## src/gcpe_pkg.sv

```systemverilog
// Shared types, constants and helpers for the glyph cell pixel expander.
package gcpe_pkg;

	localparam int MAX_CELL_WIDTH  = 64;
	localparam int MAX_CELL_HEIGHT = 64;

	localparam int COORD_W = 14;
	localparam int DIM_W   = 7;
	localparam int COLOR_W = 24;
	localparam int BYTE_W  = 8;
	localparam int PIX_W   = $clog2(BYTE_W);

	// Command queue between front and back; depth must be a power of two.
	localparam int QUEUE_DEPTH = 2;
	localparam int QPTR_W      = $clog2(QUEUE_DEPTH);

	localparam int CFG_INDEX_W = 2;
	typedef logic [CFG_INDEX_W-1:0] reg_index_t;
	localparam reg_index_t REG_FG_COLOR    = 2'd0;
	localparam reg_index_t REG_BG_COLOR    = 2'd1;
	localparam reg_index_t REG_CELL_HEIGHT = 2'd2;

	typedef struct packed {
		logic [BYTE_W-1:0]  glyph_byte;
		logic               first_byte;
		logic [COORD_W-1:0] cell_x;
		logic [COORD_W-1:0] cell_y;
		logic [DIM_W-1:0]   cell_width;
		logic               underline;
	} in_item_t;

	typedef struct packed {
		logic [COORD_W-1:0] pixel_x;
		logic [COORD_W-1:0] pixel_y;
		logic [COLOR_W-1:0] pixel_color;
		logic               last;
	} out_item_t;

	// One classified byte: where its run of pixels starts and how long it is.
	typedef struct packed {
		logic [BYTE_W-1:0]  glyph_byte;
		logic [COORD_W-1:0] base_x;
		logic [COORD_W-1:0] pixel_y;
		logic [PIX_W-1:0]   count_m1;
		logic               force_fg;
	} cmd_t;

	// Zero acts as one, anything past the limit acts as the limit.
	function automatic logic [DIM_W-1:0] clamp_dim(input logic [DIM_W-1:0] v, input int maxv);
		logic [DIM_W+1:0] m;
		m = (DIM_W+2)'(maxv);
		if (v == '0)
			return DIM_W'(1);
		if ({2'b00, v} > m)
			return DIM_W'(maxv);
		return v;
	endfunction

endpackage

```

## src/gcpe_front.sv

```systemverilog
// Front end: accepts bitmap bytes, tracks column and row, classifies each byte into a command.
module gcpe_front (
	input  logic                              clk,
	input  logic                              arst_n,
	input  logic                              in_valid,
	output logic                              in_stall,
	input  gcpe_pkg::in_item_t                in_data,
	input  logic [gcpe_pkg::DIM_W-1:0]        cell_height,
	input  logic                              q_full,
	output logic                              push,
	output gcpe_pkg::cmd_t                    cmd
);

	logic [gcpe_pkg::DIM_W-1:0] col_q, row_q;
	logic [gcpe_pkg::DIM_W-1:0] col_start, row_start;
	logic [gcpe_pkg::DIM_W-1:0] width, height, ul_row, diff;
	logic                       past_end, fits, ends_row;

	assign in_stall = q_full;
	assign push     = in_valid && !q_full;

	always_comb begin
		col_start = in_data.first_byte ? '0 : col_q;
		row_start = in_data.first_byte ? '0 : row_q;
		width     = gcpe_pkg::clamp_dim(in_data.cell_width, gcpe_pkg::MAX_CELL_WIDTH);
		height    = gcpe_pkg::clamp_dim(cell_height, gcpe_pkg::MAX_CELL_HEIGHT);
		ul_row    = height - gcpe_pkg::DIM_W'(1);
		// column already at or past the width: one pixel, then the row ends
		past_end  = col_start >= width;
		diff      = width - col_start;
		fits      = diff <= gcpe_pkg::DIM_W'(gcpe_pkg::BYTE_W);
		ends_row  = past_end || fits;

		cmd.glyph_byte = in_data.glyph_byte;
		cmd.base_x     = in_data.cell_x + gcpe_pkg::COORD_W'(col_start);
		cmd.pixel_y    = in_data.cell_y + gcpe_pkg::COORD_W'(row_start);
		cmd.force_fg   = in_data.underline && (row_start == ul_row);
		if (past_end)
			cmd.count_m1 = '0;
		else if (fits)
			cmd.count_m1 = gcpe_pkg::PIX_W'(diff - gcpe_pkg::DIM_W'(1));
		else
			cmd.count_m1 = gcpe_pkg::PIX_W'(gcpe_pkg::BYTE_W - 1);
	end

	always_ff @(posedge clk or negedge arst_n) begin
		if (!arst_n) begin
			col_q <= '0;
			row_q <= '0;
		end else if (push) begin
			if (ends_row) begin
				col_q <= '0;
				row_q <= row_start + gcpe_pkg::DIM_W'(1);
			end else begin
				col_q <= col_start + gcpe_pkg::DIM_W'(gcpe_pkg::BYTE_W);
				row_q <= row_start;
			end
		end
	end

endmodule

```

## src/gcpe_queue.sv

```systemverilog
// Short command queue that decouples the front end from the pixel back end.
module gcpe_queue (
	input  logic           clk,
	input  logic           arst_n,
	input  logic           push,
	input  gcpe_pkg::cmd_t wr_data,
	output logic           full,
	input  logic           pop,
	output gcpe_pkg::cmd_t rd_data,
	output logic           empty
);

	gcpe_pkg::cmd_t                  mem_q [gcpe_pkg::QUEUE_DEPTH];
	logic [gcpe_pkg::QPTR_W-1:0]     wr_ptr_q, rd_ptr_q;
	logic [gcpe_pkg::QPTR_W:0]       count_q;

	assign full    = count_q == (gcpe_pkg::QPTR_W+1)'(gcpe_pkg::QUEUE_DEPTH);
	assign empty   = count_q == '0;
	assign rd_data = mem_q[rd_ptr_q];

	always_ff @(posedge clk) begin
		if (push)
			mem_q[wr_ptr_q] <= wr_data;
	end

	always_ff @(posedge clk or negedge arst_n) begin
		if (!arst_n) begin
			wr_ptr_q <= '0;
			rd_ptr_q <= '0;
			count_q  <= '0;
		end else begin
			if (push)
				wr_ptr_q <= wr_ptr_q + gcpe_pkg::QPTR_W'(1);
			if (pop)
				rd_ptr_q <= rd_ptr_q + gcpe_pkg::QPTR_W'(1);
			if (push && !pop)
				count_q <= count_q + (gcpe_pkg::QPTR_W+1)'(1);
			else if (pop && !push)
				count_q <= count_q - (gcpe_pkg::QPTR_W+1)'(1);
		end
	end

endmodule

```

## src/gcpe_back.sv

```systemverilog
// Back end: walks the head command one pixel per cycle into the output register while the output is not stalled.
module gcpe_back (
	input  logic                          clk,
	input  logic                          arst_n,
	input  logic                          empty,
	input  gcpe_pkg::cmd_t                head,
	output logic                          pop,
	input  logic [gcpe_pkg::COLOR_W-1:0]  fg_color,
	input  logic [gcpe_pkg::COLOR_W-1:0]  bg_color,
	output logic                          out_valid,
	input  logic                          out_stall,
	output gcpe_pkg::out_item_t           out_data
);

	logic                        out_valid_q;
	gcpe_pkg::out_item_t         out_q, pixel;
	logic [gcpe_pkg::PIX_W-1:0]  k_q;
	logic                        load, take, is_last, bit_set;

	assign load      = !out_valid_q || !out_stall;
	assign take      = load && !empty;
	assign is_last   = k_q == head.count_m1;
	assign pop       = take && is_last;
	assign out_valid = out_valid_q;
	assign out_data  = out_q;

	always_comb begin
		// bit 7 is the leftmost pixel
		bit_set           = head.glyph_byte[gcpe_pkg::PIX_W'(gcpe_pkg::BYTE_W - 1) - k_q];
		pixel.pixel_x     = head.base_x + gcpe_pkg::COORD_W'(k_q);
		pixel.pixel_y     = head.pixel_y;
		pixel.pixel_color = (bit_set || head.force_fg) ? fg_color : bg_color;
		pixel.last        = is_last;
	end

	always_ff @(posedge clk or negedge arst_n) begin
		if (!arst_n) begin
			out_valid_q <= 1'b0;
			k_q         <= '0;
		end else begin
			if (load)
				out_valid_q <= !empty;
			if (take)
				k_q <= is_last ? '0 : k_q + gcpe_pkg::PIX_W'(1);
		end
	end

	always_ff @(posedge clk) begin
		if (take)
			out_q <= pixel;
	end

endmodule

```

## src/glyph_cell_pixel_expander.sv

```systemverilog
// Top level of the glyph cell pixel expander: configuration registers and front/queue/back.
//
//   channel   direction  handshake          beat
//   in        input      in_valid/in_stall  one bitmap byte with cell position and width
//   out       output     out_valid/out_stall one colored pixel, last on the byte's final pixel
//   cfg       input      cfg_write          one register write (fg, bg, cell height)
//
// Each byte yields 1 to 8 pixels, one pixel per cycle from the back end while the output
// is not stalled.
// The front end classifies a byte in the cycle it is accepted and queues it (2 entries);
// the back end's output register reloads in the cycle its beat is taken.
// Reset clears the column and row counters, the queue and the output valid.
// A stall on the output holds the pixel; the input stalls only while the queue is full.
module glyph_cell_pixel_expander (
	input  logic                                clk,
	input  logic                                arst_n,
	input  logic                                in_valid,
	output logic                                in_stall,
	input  gcpe_pkg::in_item_t                  in_data,
	output logic                                out_valid,
	input  logic                                out_stall,
	output gcpe_pkg::out_item_t                 out_data,
	input  logic                                cfg_write,
	input  gcpe_pkg::reg_index_t                cfg_index,
	input  logic [gcpe_pkg::COLOR_W-1:0]        cfg_data
);

	logic [gcpe_pkg::COLOR_W-1:0] fg_color_q, bg_color_q;
	logic [gcpe_pkg::DIM_W-1:0]   cell_height_q;
	logic                         q_full, q_empty, push, pop;
	gcpe_pkg::cmd_t               cmd_in, cmd_head;

	always_ff @(posedge clk or negedge arst_n) begin
		if (!arst_n) begin
			fg_color_q    <= '1;
			bg_color_q    <= '0;
			cell_height_q <= gcpe_pkg::DIM_W'(16);
		end else if (cfg_write) begin
			case (cfg_index)
				gcpe_pkg::REG_FG_COLOR:    fg_color_q    <= cfg_data;
				gcpe_pkg::REG_BG_COLOR:    bg_color_q    <= cfg_data;
				gcpe_pkg::REG_CELL_HEIGHT: cell_height_q <= cfg_data[gcpe_pkg::DIM_W-1:0];
				default: ;
			endcase
		end
	end

	gcpe_front u_front (
		.clk         (clk),
		.arst_n      (arst_n),
		.in_valid    (in_valid),
		.in_stall    (in_stall),
		.in_data     (in_data),
		.cell_height (cell_height_q),
		.q_full      (q_full),
		.push        (push),
		.cmd         (cmd_in)
	);

	gcpe_queue u_queue (
		.clk     (clk),
		.arst_n  (arst_n),
		.push    (push),
		.wr_data (cmd_in),
		.full    (q_full),
		.pop     (pop),
		.rd_data (cmd_head),
		.empty   (q_empty)
	);

	gcpe_back u_back (
		.clk       (clk),
		.arst_n    (arst_n),
		.empty     (q_empty),
		.head      (cmd_head),
		.pop       (pop),
		.fg_color  (fg_color_q),
		.bg_color  (bg_color_q),
		.out_valid (out_valid),
		.out_stall (out_stall),
		.out_data  (out_data)
	);

endmodule

```

## config.mk

```make
export PLATFORM = sky130hd
export DESIGN_NAME = glyph_cell_pixel_expander
export DESIGN_NICKNAME = d
export VERILOG_FILES = /design/src/gcpe_pkg.sv /design/src/gcpe_front.sv /design/src/gcpe_queue.sv /design/src/gcpe_back.sv /design/src/glyph_cell_pixel_expander.sv
export SDC_FILE = /design/constraint.sdc
export NUM_CORES = 1
export LEC_CHECK = 0
export BUFFER_PORTS_ARGS = -buffer_cell sky130_fd_sc_hd__buf_2
export CORE_MARGIN = 4
export CORE_UTILIZATION = 58
export DETAILED_ROUTE_END_ITERATION = 10
export PLACE_DENSITY = 0.83
export SETUP_SLACK_MARGIN = 0.02
export SYNTH_ARGS = -nofsm -noshare
export SYNTH_HDL_FRONTEND = slang
export SYNTH_SLANG_ARGS = --single-unit
```

## constraint.sdc

```tcl
create_clock -name clk -period 3.9 [get_ports clk]
set_input_delay 0.195 -clock clk [delete_from_list [all_inputs] [get_ports clk]]
set_output_delay 0.195 -clock clk [all_outputs]
set_load 0.05 [all_outputs]
```

==> results.txt <==
The run finished with clean final reports. The deepest clock path buffer count is 3. After floorplanning, the core was sized to cover 16600 µm². The flip-flop cell with the highest count after synthesis is sky130_fd_sc_hd__edfxtp_1. The share of total power in combinational logic came out at 36.9%. The H-tree depth is 1. In the synthesized netlist the async set-or-reset flop fraction comes to 36.7%. The internal portion of the total power is 5.57 mW. The maximum cell stage delay along the critical path is 0.43 ns.

The worst setup skew after layout is 0.0238 ns. The critical path required time came out at 4.29 ns. The register bit count reported by yosys is 210. The fraction of layout instances using a drive strength above 1 is 33.4%. The number of detailed-route iterations in the first pass is 5. The final-stage net count came out at 994.

Dividing the detail-routed wire length by the instance count gives 17.4 µm. The signal on the critical path passes through nor2b_1, ha_1, inv_1, fa_1, a211oi_1, nor2_1, xnor2_1, a311o_1, o21bai_1, buf_4, a41oi_1, a221o_1. The source of the worst register-to-register timing path is u_front.col_q[0]. The via count of the routed design is 6102. Setup repair after global routing left no endpoint under its margin. The worst register-to-register path ends at u_front.row_q[5].

The average instance area after synthesis is 14.0 µm². The clock latency reported for the late side of the worst-skew pair came out at 0.50 ns. The worst hold path cell count came out at 2. Data arrives at the worst endpoint at 3.66 ns. The number of enable-type register cells in the synthesized netlist is 133.

Detailed placement ended at an HPWL of 13300 µm. The clock share of power is 21.7%. The static leakage power is 4.76 nW. For hold timing, the worst endpoint is u_queue.mem_q[1][15]. After layout, the worst path uses 83.9% of the clock period. For this block, the initial DRC count from the detailed router was 312. The via count of the first global-routing pass came out at 6099. The total wirelength of the detailed-routed design is 19500 µm.

The power density over cell area came out at 756 nW/µm². The clock tree from TritonCTS is built. The worst setup path is of the register to register kind. The quantity of I/O buffers inserted on ports is 130.

The fmax is 306 MHz. The slew of the pin with the lowest slew margin is 1.11 ns. Across every metal layer, demand over resource in global routing totals 20.4%. The worst hold path class is primary input to register. The count of nets left with antenna violations once routing finished came out at 0. The number of setup buffers added after CTS is 0.

The final estimated routing congestion in global placement is 0.897. The pin count of the biggest net entering global routing is 78. The final count of hold timing violations is 0. STA classifies the critical path endpoint as a register. Across the run, the number of max-cap violations was 0. Yosys instantiated no cell more often than sky130_fd_sc_hd__edfxtp_1. The share of total power in sequential cells is 41.4%. The setup TNS is 0 ns. In the routed design, unresolved DRC markers number 0. The clock period minus worst slack is 3.27 ns. Synthesis handed over a netlist of 701 instances.

Synthesis produced a netlist with a net count of 812. Net switching is 37.3% of the power. The via count normalized by instance count came out at 5.44.

The synthesis warning total is 0. The total count of max-transition violations in the final report is 0. The die is 138 µm tall.

The worst-case IR drop observed on VDD is 515 µV. The effective utilization at floorplan came out at 59.0%. The slowest stage of the critical path is the sky130_fd_sc_hd__fa_1 cell. The share of the yosys chip area belonging to registers came out at 60.8%. STA classifies the critical path startpoint as a register. For flop-to-flop paths, the worst setup slack is 0.63 ns. The die is 138 µm wide. The post-CTS clock slew at the launch and capture registers of the worst setup and hold paths is 0.06 ns. The worst reg-to-reg path cell count is 12. The count of different cell masters after synthesis is 57. The tree built by TritonCTS fans out to 210 sinks. The origin of the worst min-delay path is in_data[19].

The area growth from synthesis to layout is 20.1%. The largest fanout on the critical path is 14. Sorting the synthesized cells by area gives the leading types as sky130_fd_sc_hd__edfxtp_1, sky130_fd_sc_hd__dfrtp_1, sky130_fd_sc_hd__mux2_2. The overall power after layout is 8.88 mW. The row count came out at 47. The fraction of synthesized cell area taken by the top area cell type is 40.8%. The overflow left after global routing came out at 0. The number of antenna violations at the first check in global routing came to 2. The number of clock buffers added by TritonCTS is 22.

The netlist area before placement came out at 9790 µm². The number of I/O pins came out at 131. In the synthesized netlist, the cells that appear most often are sky130_fd_sc_hd__edfxtp_1, sky130_fd_sc_hd__mux2_2, sky130_fd_sc_hd__dfrtp_1.

Of all cell types, the one taking the most synthesized area is sky130_fd_sc_hd__edfxtp_1. The die covers 19000 µm². The final-report setup violation count came out at 0. The worst-case headroom to the max-slew limit came out at 25.4%. The global-route wire length before repair came out at 30600 µm.

For this design the total switching power over the nets is 3.31 mW. In this run the clock root is driven by a sky130_fd_sc_hd__clkbuf_16.
## flip-flops by register name, summed over array words and instances, names as in the netlist, 2 cells and up
| signal | flops |
|---|---|
| fg_color_q | 24 |
| cell_height_q | 7 |
| u_back.out_data | 53 |
| u_front.row_q | 7 |
| u_back.k_q | 3 |
| u_queue.mem_q | 80 |
| u_queue.count_q | 2 |
| u_front.col_q | 7 |
| bg_color_q | 24 |
## power by group through the flow
stage	clock network, mW	logic, mW	registers (mW)
CTS	1.97	3.30	3.68
global placement	0	3.18	3.67
global route	2.09	3.52	3.74
floorplan	0	1.61	4.58
finish	1.93	3.28	3.67
detailed placement	0	3.25	3.71
## final cells by class
class	count	area [µm²]
Sequential cell	210	5950
Fill cell	1135	4830
Multi-Input combinational cell	442	3640
Timing Repair Buffer	175	1080
Clock buffer	35	641
Tap cell	220	275
Inverter	32	120
Clock inverter	5	36.3
Antenna cell	3	7.51
## per-stage QoR
stage	cell area, µm²	setup WS (ns)	instances	util (%)	hold WS [ns]
finish	11800	0.628	1122	70.9	0.0439
global route	11800	0.462	1121	70.9	0.0203
CTS	11700	0.591	1119	70.8	0.0230
detailed placement	10700	0.490	1045	64.7	0.389
global placement	10700	0.576	1045	64.7	0.385
floorplan	9790	0.371	701	-	-0.101
## cell usage in the layout (no fill, tap or decap), types with 3 or more instances in the layout
cell,count
sky130_fd_sc_hd__diode_2,3
sky130_fd_sc_hd__nand4_1,3
sky130_fd_sc_hd__o31ai_1,3
sky130_fd_sc_hd__nor3_1,7
sky130_fd_sc_hd__xnor2_1,34
sky130_fd_sc_hd__clkbuf_16,23
sky130_fd_sc_hd__a2111oi_0,3
sky130_fd_sc_hd__edfxtp_1,133
sky130_fd_sc_hd__a21boi_0,9
sky130_fd_sc_hd__a32o_1,3
sky130_fd_sc_hd__mux2i_1,11
sky130_fd_sc_hd__a32oi_1,4
sky130_fd_sc_hd__nand3_1,8
sky130_fd_sc_hd__ha_1,31
sky130_fd_sc_hd__buf_2,129
sky130_fd_sc_hd__clkbuf_1,10
sky130_fd_sc_hd__mux2_2,94
sky130_fd_sc_hd__dfrtp_1,51
sky130_fd_sc_hd__a21oi_1,18
sky130_fd_sc_hd__and2_1,4
sky130_fd_sc_hd__a21o_1,5
sky130_fd_sc_hd__buf_4,12
sky130_fd_sc_hd__dfstp_2,25
sky130_fd_sc_hd__nand3b_1,3
sky130_fd_sc_hd__and3_1,10
sky130_fd_sc_hd__o21bai_1,3
sky130_fd_sc_hd__mux4_2,3
sky130_fd_sc_hd__nand2b_1,12
sky130_fd_sc_hd__nand2_1,30
sky130_fd_sc_hd__o21ai_0,23
sky130_fd_sc_hd__xor2_1,16
sky130_fd_sc_hd__dlygate4sd3_1,34
sky130_fd_sc_hd__inv_1,31
sky130_fd_sc_hd__nor2b_1,22
sky130_fd_sc_hd__fa_1,4
sky130_fd_sc_hd__clkinv_2,4
sky130_fd_sc_hd__a211oi_1,3
sky130_fd_sc_hd__nor2_1,40
## routing by layer
metal / vias to the layer above / wire length, µm / global-route usage, %
met2: 140 / 9850 / 34.5
met4: 0 / 317 / 5.27
li1: 2956 / - / -
met1: 2981 / 8510 / 28.2
met3: 25 / 792 / 2.83
met5: - / 0 / 0
## what timing repair did
item	CTS	global route
hold buffers	34	0
gates resized for setup	0	0
endpoints found under the hold margin	124	0
endpoints found under the setup margin	0	0
## worst max-delay path, delay by kind of cell (launching register included)
| family | cells | cell delay, ns |
|---|---|---|
| adder cells (fa/ha/maj) | 2 | 0.64 |
| buffers and inverters | 2 | 0.31 |
| XOR/XNOR | 1 | 0.13 |
| flip-flops | 1 | 0.34 |
| AND/OR/NAND/NOR | 2 | 0.35 |
| AO/OA/AOI/OAI | 5 | 1.40 |
## cells by family (layout without fill, tap and decap cells)
kind of cell,Yosys count,in the layout,share of synthesized area (%)
AO/OA/AOI/OAI,94,94,6.62
buffers and inverters,49,247,2.08
XOR/XNOR,50,50,4.48
other,0,3,0
multiplexers,112,112,13.4
flip-flops,210,210,60.8
AND/OR/NAND/NOR,151,151,7.81
adder cells (fa/ha/maj),35,35,4.78
## how the worst max path moves through the flow
stage                                start                   to  slack [ns]
after floorplan           u_queue.rd_ptr_q  u_back.out_data[52]        0.37
after global placement          in_data[4]     u_front.row_q[5]        0.58
after detailed placement        in_data[4]     u_front.row_q[5]        0.49
after CTS                 u_front.col_q[0]     u_front.row_q[5]        0.59
after global routing      u_front.col_q[0]     u_front.row_q[5]        0.46
final                     u_front.col_q[0]     u_front.row_q[5]        0.63
(Power assumes the default switching activity.)
